===== config.mk =====
export PLATFORM = sky130hd
export DESIGN_NAME = software_timer_bank_unit
export DESIGN_NICKNAME = d
export VERILOG_FILES = /design/src/stb_pkg.sv /design/src/stb_sat_cmp.sv /design/src/software_timer_bank_unit.sv
export SDC_FILE = /design/constraint.sdc
export NUM_CORES = 1
export LEC_CHECK = 0
export BUFFER_PORTS_ARGS = -buffer_cell sky130_fd_sc_hd__buf_2
export CAP_MARGIN = 10
export CORE_ASPECT_RATIO = 1.4
export CORE_MARGIN = 2
export CORE_UTILIZATION = 55
export CTS_BUF_LIST = sky130_fd_sc_hd__clkbuf_4 sky130_fd_sc_hd__clkbuf_8
export CTS_CLUSTER_SIZE = 24
export DETAILED_ROUTE_END_ITERATION = 12
export GPL_TIMING_DRIVEN = 1
export PLACE_DENSITY = 0.72
export SYNTH_ARGS = -nofsm -noshare
export SYNTH_HDL_FRONTEND = slang
export SYNTH_SLANG_ARGS = --single-unit

===== constraint.sdc =====
create_clock -name clock -period 9.7 [get_ports clock]
set_input_delay 0.485 -clock clock [delete_from_list [all_inputs] [get_ports clock]]
set_output_delay 0.485 -clock clock [all_outputs]
set_load 0.02 [all_outputs]

===== src/stb_pkg.sv =====
package stb_pkg;

   localparam int SLOTS_DEFAULT = 8;
   localparam int DATA_W        = 32;
   localparam int FUNC_W        = 2;
   localparam int INDEX_W       = 8;
   localparam int KIND_W        = 3;
   localparam int SLOT_OUT_W    = 4;

   typedef enum logic [FUNC_W-1:0] {
      FUNC_START   = 2'd0,
      FUNC_STOP    = 2'd1,
      FUNC_PROCESS = 2'd2
   } func_type;

   typedef enum logic [KIND_W-1:0] {
      KIND_ASSIGNED = 3'd0,
      KIND_NO_SLOT  = 3'd1,
      KIND_STOPPED  = 3'd2,
      KIND_EXPIRED  = 3'd3,
      KIND_DONE     = 3'd4
   } kind_type;

   typedef enum logic [4:0] {
      ST_IDLE  = 5'b00001,
      ST_SCAN  = 5'b00010,
      ST_PRIME = 5'b00100,
      ST_PROC  = 5'b01000,
      ST_DONE  = 5'b10000
   } state_type;

endpackage


===== src/stb_sat_cmp.sv =====
module stb_sat_cmp (
   input  logic [stb_pkg::DATA_W-1:0] count,
   input  logic [stb_pkg::DATA_W-1:0] elapsed,
   input  logic [stb_pkg::DATA_W-1:0] period,
   output logic [stb_pkg::DATA_W-1:0] sum,
   output logic                       expired
);
   import stb_pkg::*;

   logic [DATA_W:0] raw_sum;

   assign raw_sum = {1'b0, count} + {1'b0, elapsed};
   assign sum     = raw_sum[DATA_W] ? {DATA_W{1'b1}} : raw_sum[DATA_W-1:0];
   assign expired = (sum >= period);

endmodule


===== src/software_timer_bank_unit.sv =====
// Bank of SLOTS software timers driven by a command port.
// A request is taken on a rising edge with start high and busy low. The
// operation code selects start, stop or process; an unknown code is dropped.
// Start scans the slots from zero for the first free one, one slot a cycle,
// and answers with the slot number or a no-free-slot code. Stop answers
// in the cycle after the request and keeps busy low; an index at or above
// SLOTS gives no answer. Process first primes the period and count
// memories, then checks one slot a cycle through a single saturating adder
// and comparator, giving an expired answer for each running slot that
// reaches its period, and closes with a pass-done answer; busy stays high
// through the whole pass. Each answer is on the rsp_ ports for exactly one
// cycle, marked by rsp_strobe, and rsp_last is set on the final answer of
// a request. The receiver cannot stall, so answers are never held back.
// Reset marks every slot stopped; period and count memories are not cleared
// because their contents are only used for slots that a start has written.
module software_timer_bank_unit #(
   parameter int SLOTS = stb_pkg::SLOTS_DEFAULT
) (
   input  logic                           clock,
   input  logic                           reset,
   input  logic                           start,
   output logic                           busy,
   input  logic [stb_pkg::FUNC_W-1:0]     req_func,
   input  logic [stb_pkg::DATA_W-1:0]     req_duration,
   input  logic                           req_auto_reload,
   input  logic [stb_pkg::INDEX_W-1:0]    req_timer_index,
   input  logic [stb_pkg::DATA_W-1:0]     req_elapsed,
   output logic                           rsp_strobe,
   output logic [stb_pkg::KIND_W-1:0]     rsp_event_kind,
   output logic [stb_pkg::SLOT_OUT_W-1:0] rsp_slot,
   output logic                           rsp_last
);
   import stb_pkg::*;

   localparam int SlotW = (SLOTS > 1) ? $clog2(SLOTS) : 1;
   localparam logic [SlotW-1:0]      LastIdx   = SlotW'(SLOTS - 1);
   localparam logic [INDEX_W-1:0]    SlotsIdx  = INDEX_W'(SLOTS);
   localparam logic [SLOT_OUT_W-1:0] SlotsCode = SLOT_OUT_W'(SLOTS);

   state_type              state_ff, state_in;
   logic [SlotW-1:0]       idx_ff, idx_in;
   logic [SLOTS-1:0]       running_ff, running_in;
   logic [SLOTS-1:0]       auto_ff, auto_in;

   logic [DATA_W-1:0]      duration_ff;
   logic                   auto_reload_ff;
   logic [DATA_W-1:0]      elapsed_ff;

   logic [DATA_W-1:0]      period_mem_ff [SLOTS];
   logic [DATA_W-1:0]      count_mem_ff  [SLOTS];
   logic [DATA_W-1:0]      period_rd_ff;
   logic [DATA_W-1:0]      count_rd_ff;
   logic [SlotW-1:0]       rd_addr;
   logic                   cnt_we;
   logic                   per_we;
   logic [DATA_W-1:0]      cnt_wdata;

   logic [DATA_W-1:0]      sat_sum;
   logic                   sat_expired;

   logic                   rsp_strobe_ff, rsp_strobe_in;
   kind_type               rsp_kind_ff, rsp_kind_in;
   logic [SLOT_OUT_W-1:0]  rsp_slot_ff, rsp_slot_in;
   logic                   rsp_last_ff, rsp_last_in;

   logic                   accept;
   logic [SlotW-1:0]       stop_idx;

   assign busy     = (state_ff != ST_IDLE);
   assign accept   = start && !busy;
   assign stop_idx = req_timer_index[SlotW-1:0];

   stb_sat_cmp u_sat_cmp (
      .count   (count_rd_ff),
      .elapsed (elapsed_ff),
      .period  (period_rd_ff),
      .sum     (sat_sum),
      .expired (sat_expired)
   );

   always_comb begin
      rd_addr = '0;
      if (state_ff == ST_PROC && idx_ff != LastIdx) begin
         rd_addr = idx_ff + SlotW'(1);
      end
   end

   always_comb begin
      state_in      = state_ff;
      idx_in        = idx_ff;
      running_in    = running_ff;
      auto_in       = auto_ff;
      rsp_strobe_in = 1'b0;
      rsp_kind_in   = KIND_DONE;
      rsp_slot_in   = '0;
      rsp_last_in   = 1'b0;
      cnt_we        = 1'b0;
      per_we        = 1'b0;
      cnt_wdata     = sat_sum;
      case (state_ff)
         ST_IDLE: begin
            if (accept) begin
               idx_in = '0;
               case (func_type'(req_func))
                  FUNC_START: begin
                     state_in = ST_SCAN;
                  end
                  FUNC_STOP: begin
                     if (req_timer_index < SlotsIdx) begin
                        running_in[stop_idx] = 1'b0;
                        auto_in[stop_idx]    = 1'b0;
                        rsp_strobe_in        = 1'b1;
                        rsp_kind_in          = KIND_STOPPED;
                        rsp_slot_in          = SLOT_OUT_W'(req_timer_index);
                        rsp_last_in          = 1'b1;
                     end
                  end
                  FUNC_PROCESS: begin
                     state_in = ST_PRIME;
                  end
                  default: begin
                  end
               endcase
            end
         end
         ST_SCAN: begin
            if (!running_ff[idx_ff]) begin
               running_in[idx_ff] = 1'b1;
               auto_in[idx_ff]    = auto_reload_ff;
               per_we             = 1'b1;
               cnt_we             = 1'b1;
               cnt_wdata          = '0;
               rsp_strobe_in      = 1'b1;
               rsp_kind_in        = KIND_ASSIGNED;
               rsp_slot_in        = SLOT_OUT_W'(idx_ff);
               rsp_last_in        = 1'b1;
               state_in           = ST_IDLE;
            end else if (idx_ff == LastIdx) begin
               rsp_strobe_in = 1'b1;
               rsp_kind_in   = KIND_NO_SLOT;
               rsp_slot_in   = SlotsCode;
               rsp_last_in   = 1'b1;
               state_in      = ST_IDLE;
            end else begin
               idx_in = idx_ff + SlotW'(1);
            end
         end
         ST_PRIME: begin
            state_in = ST_PROC;
         end
         ST_PROC: begin
            if (running_ff[idx_ff]) begin
               cnt_we = 1'b1;
               if (sat_expired) begin
                  rsp_strobe_in = 1'b1;
                  rsp_kind_in   = KIND_EXPIRED;
                  rsp_slot_in   = SLOT_OUT_W'(idx_ff);
                  if (auto_ff[idx_ff]) begin
                     cnt_wdata = '0;
                  end else begin
                     running_in[idx_ff] = 1'b0;
                  end
               end
            end
            if (idx_ff == LastIdx) begin
               state_in = ST_DONE;
            end else begin
               idx_in = idx_ff + SlotW'(1);
            end
         end
         ST_DONE: begin
            rsp_strobe_in = 1'b1;
            rsp_kind_in   = KIND_DONE;
            rsp_slot_in   = SlotsCode;
            rsp_last_in   = 1'b1;
            state_in      = ST_IDLE;
         end
         default: begin
            state_in = ST_IDLE;
         end
      endcase
   end

   always_ff @(posedge clock) begin
      if (reset) begin
         state_ff      <= ST_IDLE;
         idx_ff        <= '0;
         running_ff    <= '0;
         auto_ff       <= '0;
         rsp_strobe_ff <= 1'b0;
      end else begin
         state_ff      <= state_in;
         idx_ff        <= idx_in;
         running_ff    <= running_in;
         auto_ff       <= auto_in;
         rsp_strobe_ff <= rsp_strobe_in;
      end
   end

   always_ff @(posedge clock) begin
      rsp_kind_ff <= rsp_kind_in;
      rsp_slot_ff <= rsp_slot_in;
      rsp_last_ff <= rsp_last_in;
      if (accept) begin
         duration_ff    <= req_duration;
         auto_reload_ff <= req_auto_reload;
         elapsed_ff     <= req_elapsed;
      end
   end

   always_ff @(posedge clock) begin
      if (per_we) begin
         period_mem_ff[idx_ff] <= duration_ff;
      end
      if (cnt_we) begin
         count_mem_ff[idx_ff] <= cnt_wdata;
      end
      period_rd_ff <= period_mem_ff[rd_addr];
      count_rd_ff  <= count_mem_ff[rd_addr];
   end

   assign rsp_strobe     = rsp_strobe_ff;
   assign rsp_event_kind = rsp_kind_ff;
   assign rsp_slot       = rsp_slot_ff;
   assign rsp_last       = rsp_last_ff;

   a_expired_from_pass: assert property (@(posedge clock) disable iff (reset)
      rsp_strobe_ff && rsp_kind_ff == KIND_EXPIRED |-> !rsp_last_ff && $past(state_ff == ST_PROC))
      else $error("expiry request outside a process pass or marked last");

   a_done_closes_pass: assert property (@(posedge clock) disable iff (reset)
      state_ff == ST_DONE |=> rsp_strobe_ff && rsp_kind_ff == KIND_DONE && rsp_last_ff)
      else $error("process pass did not close with a done request");

   a_assign_claims_one: assert property (@(posedge clock) disable iff (reset)
      state_ff == ST_SCAN && !running_ff[idx_ff]
      |=> $countones(running_ff) == $past($countones(running_ff)) + 1)
      else $error("slot assignment did not claim exactly one free slot");

endmodule

======== Word level (Yosys, flattened, before mapping) ========
Memories as Yosys holds them, arrays and structs flattened. A register that Yosys moved wholly into a read port is not among the register bits.
Index checks and enable logic that the tools add are counted.
cells by class
  add/subtract/negate cells ............... 2
  order comparisons ....................... 6
  eq/ne operators ......................... 21
  mux-type cells .......................... 72
  bitwise gates (word level) .............. 6
  reductions and logical operators ........ 12
operator list
  cell                                                 count
  two-way mux 32 bit                                   5
  two-way mux 8 bit                                    11
  case mux 32 bit (2 select lines)                     1
  two-way mux 3 bit                                    13
  adder 32 x 32 -> 33 bit                              1
  greater-or-equal comparator 32 bit                   1
  bitwise AND 8 bit                                    3
  case mux 8 bit (3 select lines)                      1
  two-way mux 4 bit                                    5
  two-way mux 5 bit                                    4
  case mux 5 bit (4 select lines)                      1
  two-way mux 1 bit                                    18
  case mux 3 bit (3 select lines)                      2
  inverter 8 bit                                       2
  case mux 4 bit (4 select lines)                      1
  case mux 8 bit (2 select lines)                      1
  inequality test 2 bit (second input constant)        6
  case mux 5 bit (2 select lines)                      1
  bitwise mux 8 bit                                    1
  < comparator 3 x 4 -> 1 bit (second input constant)  2
  < comparator 8 x 4 -> 1 bit (second input constant)  1
  OR 8 bit                                             1
  AND reduction 8 bit                                  1
  binary-select mux 1 bit (select 3 bit)               2
  other kinds (26)                                     34
storage, ports and cells
  register bits after elaboration ......... 98
  memory bits (writable) .................. 512
  bits of input ports ..................... 78
  output and inout bits ................... 10
  logic and storage cells ................. 132
  memories ................................ 2
memory list
  name           words  width  read ports  clocked after Yosys merged registers in  wr ports  line                            source
  count_mem_ff   8      32     1           1                                        1         software_timer_bank_unit.sv:50  logic [DATA_W-1:0] count_mem_ff [SLOTS];
  period_mem_ff  8      32     1           1                                        1         software_timer_bank_unit.sv:49  logic [DATA_W-1:0] period_mem_ff [SLOTS];

======== Longest topological paths before layout ========
Gate-level depths: netlist (run 1).
  depth in word-level cells ............... 10
  depth in mapped cells ................... 21
  depth with buffers taken out ............ 19

======== Modules after synthesis ========
A second synthesis (run 1) with hierarchy kept.
unflattened totals
  cell total of the unflattened synthesis .. 1536
  area, all modules ....................... 27264.9 sq um
modules (own cells, without submodules)
  module                    instances  cells an instance  area each (sq um)  seq. area each (sq um)
  software_timer_bank_unit  1          1154               24583.6            19268.5
  stb_sat_cmp               1          382                2681.3             0.0

======== Least setup slack after synthesis (run 1) ========
OpenSTA, ideal clock, no wires.
  path kind ............................... register to register
  from .................................... reg state_ff[1]
  to ...................................... reg running_ff[3]
  library setup time ...................... 0.117 ns
  data arrival time ....................... 5.036 ns
  slack ................................... 4.547 ns
  stages on the path, launching flop included .. 10
  cell sequence ........................... dfxtp_1 > nor3_1 > nand3b_1 > nor2_1 > and4_1 > buf_2 > nand2b_1 > buf_4 > nand4_1 > a32o_1
on the way
  word-level cells in the longest chain between the ends .. 5
ends and longest elaborated chain
  element                                 line                             source
  start: declaration                      software_timer_bank_unit.sv:40   state_type state_ff, state_in;
  start signal: assignment                software_timer_bank_unit.sv:192  state_ff <= state_in;
  inequality test 5 x 1 -> 1 bit          software_timer_bank_unit.sv:69   assign busy = (state_ff != ST_IDLE);
  named net busy                          software_timer_bank_unit.sv:22   output logic busy,
  logical NOT 1 bit                       software_timer_bank_unit.sv:70   assign accept = start && !busy;
  logical AND 1 bit                       software_timer_bank_unit.sv:70
  named net accept                        software_timer_bank_unit.sv:66   logic accept;
  inequality test 2 bit (no source line)  n/a
  AND reduction 8 bit (no source line)    n/a
  end signal: assignment                  software_timer_bank_unit.sv:194  running_ff <= running_in;
  end: declaration                        software_timer_bank_unit.sv:42   logic [SLOTS-1:0] running_ff, running_in;
The timed path passes the listed nets, and every way through them passes these cells.
A chain may end at the register's enable or synchronous reset.

======== Final worst setup path (run 1) ========
  from .................................... reg elapsed_ff[0]
  to ...................................... mem count_mem_ff[3][26] (data pin)
on the way
  word-level cells in the longest chain between the ends .. 6
ends and longest elaborated chain
  element                                                                   line                                                source
  start: declaration                                                        software_timer_bank_unit.sv:47                      logic [DATA_W-1:0] elapsed_ff;
  start signal: assignment                                                  software_timer_bank_unit.sv:207                     elapsed_ff <= req_elapsed;
  adder 32 x 32 -> 33 bit (*)                                               stb_sat_cmp.sv:12                                   assign raw_sum = {1'b0, count} + {1'b0, elapsed};
  two-way mux 32 bit (*)                                                    stb_sat_cmp.sv:13                                   assign sum = raw_sum[DATA_W] ? {DATA_W{1'b1}} : raw_sum[DATA_W-1:0];
  greater-or-equal comparator 32 bit or two-way mux 32 bit (tied branches)  stb_sat_cmp.sv:14, software_timer_bank_unit.sv:158
  two-way mux 32 bit                                                        software_timer_bank_unit.sv:154                     if (sat_expired) begin
  two-way mux 32 bit                                                        software_timer_bank_unit.sv:152                     if (running_ff[idx_ff]) begin
  case mux 32 bit (2 select lines) (*)                                      software_timer_bank_unit.sv:100                     case (state_ff)
  named net cnt_wdata[26]                                                   software_timer_bank_unit.sv:56                      logic [DATA_W-1:0] cnt_wdata;
  end: declaration                                                          software_timer_bank_unit.sv:50
The timed path passes the listed nets; every way through them passes the cells marked *.

==> impl_metrics.ini, run 1 <==
[global_routing]
grt_pass1_wl_mm = 92.8
antenna_found_initial = 1
grt-ovfl-total = 0
grt.total_usage = 0.237
grt_pass1_vias = 16000
grt_max_degree = 129

[setup_path]
arrival_ns = 6.60
rrSetupSlack_ns = 3.45
worstPathMaxFanout = 32
required_ns = 10.05
startpoint_type = flop
reg2reg_from = elapsed_ff[0]$_DFFE_PP_
ff2ff_path_depth = 19
r2r-end = count_mem_ff[3][26]$_DFFE_PP_
end_kind = flop
crit_type = flop to flop

[timing]
hold_viol = 0
post-route-period-util = 0.645
rsz0062_at_grt = no
drv_slew = 0
setup_tns_ns = 0
fmax_mhz = 160
setup_viol = 0
finalCriticalPeriod_ns = 6.25
finClkSkew_ns = 0.0361
tightest_slew_ns = 1.10
max_slew_margin = 0.268

[die]
dieArea_mm2 = 0.0520
fp.dieW_um = 193
row_count = 97
num_io_pins = 88
start_util = 0.554
coreArea_mm2 = 0.0498
die_h_um = 269

[synth]
yosys.area.top_type = edfxtp_1
netlist_top_cells_area = edfxtp_1 63%, dfxtp_1 7.0%, mux4_2 5.3%, mux2i_1 4.7%, ha_1 3.0%
yosysWarnings = 0
synthCells = 1691
synth_top_area_share = 0.629
seq_area_frac_synth = 0.699
syn_area_per_cell_um2 = 16.3
synth_edf_count = 577
synth_most_common_cell = edfxtp_1
syn_area_mm2 = 0.0276
synth-seq-cells = 674
async_flop_share = 0
synth_ff_type = edfxtp_1
synthTopCellsByCount = 577 x edfxtp_1, 129 x mux2i_1, 97 x dfxtp_1, 91 x a21o_1, 67 x a21oi_1
synth_cell_types = 73
synth_fp_nets = 1836

[run]
drv_cap = 0

[drt]
drtIter0Drc = 1377
drc = 0
routed_wl_mm = 61.1
num_vias = 15700
drtAntennaViolNets = 0
wire_per_inst_um = 23.5
via_per_inst = 6.04
dr.pass1.iters = 8

[power_and_ir_drop]
leakage_uw = 0.0109
power.density_mw_per_mm2 = 206
ir_drop_uv = 242

[worst_hold_path]
min_from = req_func[1]
holdCritPathClass = primary input to flop
hold_depth = 3
hold_path_end = state_ff[2]$_SDFFE_PP0P_

[clocking]
cts_max_path_buffers = 3
cts_root_buf = clkbuf_8
path_clk_slew_ns = 0.06
postCtsSetupBuffers = 0
cts_tree = done
cts_resized = 0
cts_htree_levels = 3
clk_latency_ns = 0.71
numClockSinks = 674
cts_buffers = 96

[layout]
fillerInstances = 3561
post-route-util = 0.630
drive_gt1_frac = 0.196
fin_nets = 2020
area_growth_pct = 13.7

[place]
dp.final_hpwl_mm = 35.5
port_buffers = 87
gp_congestion = 0.933

[outcome]
run_status = complete, no violations
==> cell type report <==
type                    instances  area [um2]  share of cell area
clock buffers                 138        1690              0.0540
repair buffers                177        1300              0.0414
flip-flops and latches        674       19300               0.615
diodes                          1        2.50           0.0000798
clock inverters                41         388              0.0124
inverters                      48         180             0.00575
well taps                     643         805              0.0257
multi-input cells             878        7720               0.246
==> state kept, by name, indices dropped and copies added, names as in the netlist <==
register / cells
duration_ff: 32
period_rd_ff: 32
auto_ff: 8
elapsed_ff: 32
period_mem_ff: 256
rsp_slot: 4
count_rd_ff: 32
auto_reload_ff: 1
rsp_last: 1
rsp_strobe: 1
running_ff: 8
count_mem_ff: 256
state_ff: 5
rsp_event_kind: 3
idx_ff: 3
==> through the flow <==
step / worst slack [ns] / hold slack (ns) / instances / power, uW / area (um2)
finish: 3.45 / 0.0714 / 2600 / 6450 / 31400
global route: 3.12 / 0.0659 / 2600 / 6700 / 31400
CTS: 3.48 / 0.0245 / 2599 / 6500 / 31400
detailed placement: 3.51 / 0.508 / 2355 / 4120 / 28600
global placement: 3.57 / 0.496 / 2355 / 4100 / 28600
floorplan: 4.55 / 0.473 / 1691 / 3900 / 27600
==> worst max path at each step <==
stage	from	to	slack, ns	depth (start not counted)
detailed placement	elapsed_ff[0]$_DFFE_PP_	count_mem_ff[3][26]$_DFFE_PP_	3.51	19
floorplan	state_ff[1]$_SDFFE_PP0P_	running_ff[3]$_SDFFE_PP0P_	4.55	9
CTS	elapsed_ff[0]$_DFFE_PP_	count_mem_ff[3][26]$_DFFE_PP_	3.48	19
global route	elapsed_ff[0]$_DFFE_PP_	count_mem_ff[2][26]$_DFFE_PP_	3.12	19
finish	elapsed_ff[0]$_DFFE_PP_	count_mem_ff[3][26]$_DFFE_PP_	3.45	19
global placement	elapsed_ff[0]$_DFFE_PP_	count_mem_ff[2][26]$_DFFE_PP_	3.57	19
==> power by group <==
group / switching (uW) / leakage, uW / internal [uW]
registers: 61.2 / 0.00600 / 3370
logic: 442 / 0.00378 / 226
clock network: 1040 / 0.00108 / 1320
==> cell usage in the layout, fill, tap and decap left out, drive strengths merged, types with 5 or more instances in the layout <==
cell type and instances:
a211oi 7, a21o 91, a21oi 67, a221oi 66, a31oi 9, and2 5, and3 8, buf 112
bufinv 7, clkbuf 138, clkinv 26, clkinvlp 5, dfxtp 97, dlygate4sd3 65, edfxtp 577, ha 66
inv 51, mux2i 130, mux4 65, nand2 65, nand2b 12, nand3 14, nand4 19, nor2 66
nor2b 27, nor3 14, nor4 6, o21ai 25, o21bai 7, o22ai 10, xnor2 16, xor2 10
==> timing repair <==
item | 4_1_cts | 5_1_grt
endpoints found under the setup margin | 0 | 0
hold endpoints to repair | 65 | 0
hold buffers | 65 | 0
==> cells by family (layout without fill, tap and decap cells) <==
group | Yosys count | after routing | share of synthesized area
AOI/OAI and AO/OA | 336 | 336 | 0.0890
xor gates and xnor gates | 26 | 26 | 0.00826
adders and majority gates | 67 | 67 | 0.0307
buffers and inverters | 139 | 404 | 0.0264
DFF | 674 | 674 | 0.699
muxes | 195 | 195 | 0.101
other | 0 | 1 | 0
and+or+nand+nor | 254 | 254 | 0.0460
==> routing by layer <==
layer | up-vias | track usage | wire length [um]
met5 | - | 0 | 0
met1 | 7894 | 0.286 | 23800
li1 | 7098 | - | -
met4 | 0 | 0.0961 | 1850
met3 | 126 | 0.0365 | 3530
met2 | 583 | 0.428 | 32000
==> critical path: stages (launching register included) <==
cell	delay (ns)
edfxtp_1	0.37
ha_1	0.25
fa_1	0.41
a21o_1	0.20
a221oi_2	0.39
o21ba_2	0.28
nor3b_2	0.07
o21ai_1	0.17
a21o_1	0.42
buf_4	0.40
nand2_1	0.21
ha_1	0.34
a21o_1	0.19
a21o_1	0.17
a21oi_1	0.15
o22ai_1	0.14
o21ai_0	0.29
nand2_2	0.16
a31o_4	0.43
a211oi_1	0.83
Note: power is estimated with default switching activity, not from simulation.
==> run 2: changes to the inputs <==
==> constraint.sdc (replaced) <==
create_clock -name clock -period 6.5 [get_ports clock]
set_input_delay 0.325 -clock clock [delete_from_list [all_inputs] [get_ports clock]]
set_output_delay 0.325 -clock clock [all_outputs]
set_load 0.02 [all_outputs]
==> run 2 against run 1 <==
Non-clock buffer count increased by 15. Combinational power increased by 51%. Sequential share of layout area decreased by 0.37 points. Via count increased by 0.27%. First-iteration DRC count decreased by 15%. Wire length increased by 3.0%. Total power increased by 49%. Count of clock-buffer cells in the layout decreased by 6. Die area unchanged. Sequential cell count unchanged. Register-to-register slack got worse by 3.0 ns. Critical path type unchanged.
==> impl_metrics.ini, run 2 (same netlist as run 1, synthesis figures left out) <==
[timing]
fmax_mhz = 165
drv_slew = 0
max_slew_margin = 0.275
finalCriticalPeriod_ns = 6.07
finClkSkew_ns = 0.0299
tightest_slew_ns = 1.09
rsz0062_at_grt = no
setup_viol = 0
hold_viol = 0
post-route-period-util = 0.933
setup_tns_ns = 0
fin_ws_ns = 0.435

[power_and_ir_drop]
swShare = 0.243
clock_power_share = 0.364
ir_drop_uv = 198
internal_power_uw = 7290
pwr-share-comb = 0.105
power.density_mw_per_mm2 = 306
seqPwrFrac = 0.531
report.power.total_uw = 9640
p_switching_uw = 2340
leakage_uw = 0.0110

[setup_path]
end_kind = flop
startpoint_type = flop
worstPathCellList = ha_1 > fa_1 > a21o_1 > a221oi_2 > o21ai_2 > a2111oi_2 > nor2_1 > a31oi_1 > xor2_1 > nand2_1 > ha_1 > a21o_1 > a21oi_1 > o31ai_1 > o21ai_0 > nand2_2 > a31o_4 > a211oi_1
cp.depth = 18
worstPathMaxFanout = 32
ff2ff_path_depth = 18
required_ns = 6.90
crit_type = flop to flop
slowest_delay_ns = 0.73
path_buf_inv = 0
arrival_ns = 6.47
critical-path-top-delay-family = compound AO/OA/AOI/OAI gates
crit_path_top_delay_cell = a211oi_1

[global_routing]
grt_pass1_vias = 16200
grt-ovfl-total = 0
grt.total_usage = 0.245
antenna_found_initial = 1
grt_pass1_wl_mm = 95.3
grt_max_degree = 76

[clocking]
cts_resized = 0
cts_buffers = 97
cts_root_buf = clkbuf_8
path_clk_slew_ns = 0.07
cts_max_path_buffers = 3
numClockSinks = 674
clk_latency_ns = 0.72
postCtsSetupBuffers = 0
cts_tree = done
cts_htree_levels = 3

[drt]
drtAntennaViolNets = 0
dr.pass1.iters = 5
num_vias = 15700
drtIter0Drc = 1169
routed_wl_mm = 63.0
via_per_inst = 6.01
wire_per_inst_um = 24.0
drc = 0

[die]
dieArea_mm2 = 0.0520
coreArea_mm2 = 0.0498
start_util = 0.554
num_io_pins = 88
die_h_um = 269
row_count = 97
fp.dieW_um = 193

[layout]
top_regs = count_mem_ff: 256 flops, period_mem_ff: 256 flops
post-route-cell-area_mm2 = 0.0315
layout_commonest_cell = edfxtp_1
drive_gt1_frac = 0.200
fillerInstances = 3584
fin_nets = 2036
final_cell_mix = 577 x edfxtp_1, 129 x mux2i_1, 108 x clkbuf_8
fin_cells = 2619
area_growth_pct = 14.4

[place]
dpl.cell_count = 2363
placed_cell_area_mm2 = 0.0287
gp_congestion = 0.929
place_ws_ns = 0.515
port_buffers = 87
dp.final_hpwl_mm = 38.7

[worst_hold_path]
hold_depth = 5
holdCritPathClass = primary input to flop

[run]
drv_cap = 0

[outcome]
run_status = complete, no violations
-- run 2: cell count changes in the layout (fill, tap and decap cells not counted), sizes merged --
cell         delta
clkinvlp        -3
dlygate4sd3     +7
buf             +8
clkinv         +14
clkbuf          -6
bufinv          -1
-- run 2: worst paths after layout --
check	slack [ns]	endpoint	start
worst min register to register	0.52	auto_ff[4]$_SDFFE_PP0P_	auto_ff[4]$_SDFFE_PP0P_
worst min-delay path	0.08	state_ff[0]$_SDFFE_PP1P_	req_func[0]
worst max register to register	0.43	count_mem_ff[4][26]$_DFFE_PP_	elapsed_ff[0]$_DFFE_PP_
worst max-delay path	0.43	count_mem_ff[4][26]$_DFFE_PP_	elapsed_ff[0]$_DFFE_PP_
-- run 2: worst min-delay path, stage by stage --
cell and delay, ns:
buf_2 0.11, inv_1 0.06, a21oi_1 0.08, inv_1 0.08, nand3_1 0.07
-- run 2: cell type report --
class	count	area (um2)	area share
Sequential cell	674	19300	0.611
Multi-Input combinational cell	878	7720	0.245
Clock buffer	132	1670	0.0528
Timing Repair Buffer	192	1480	0.0469
Tap cell	643	805	0.0255
Clock inverter	51	425	0.0135
Inverter	48	180	0.00571
Antenna cell	1	2.50	0.0000793
-- run 2: stage by stage --
step / hold slack (ns) / util
6_report: 0.0793 / 0.634
5_1_grt: 0.0905 / 0.634
4_1_cts: 0.0153 / 0.634
3_5_place_dp: 0.503 / 0.577
3_3_place_gp: 0.496 / 0.577
2_1_floorplan: 0.424 / -
-- run 2: metal layers --
| metal | vias up | GRT usage | part of all wire |
|---|---|---|---|
| met5 | - | 0 | 0 |
| met4 | 0 | 0.124 | 0.040 |
| met3 | 137 | 0.0379 | 0.053 |
| met2 | 559 | 0.444 | 0.53 |
| met1 | 7921 | 0.285 | 0.37 |
| li1 | 7127 | - | - |
-- run 2: power by group through the flow --
stage          registers [uW]  clock network [uW]  logic, uW
2_1_floorplan            5170                   0        650
6_report                 5120                3510       1010
5_1_grt                  5130                3770       1110
4_1_cts                  5120                3590        998
3_5_place_dp             5210                   0        956
3_3_place_gp             5200                   0        928
-- run 2: timing repair --
item,4_1_cts,5_1_grt
hold endpoints to repair,82,0
setup endpoints to repair,0,0
hold buffers,72,0
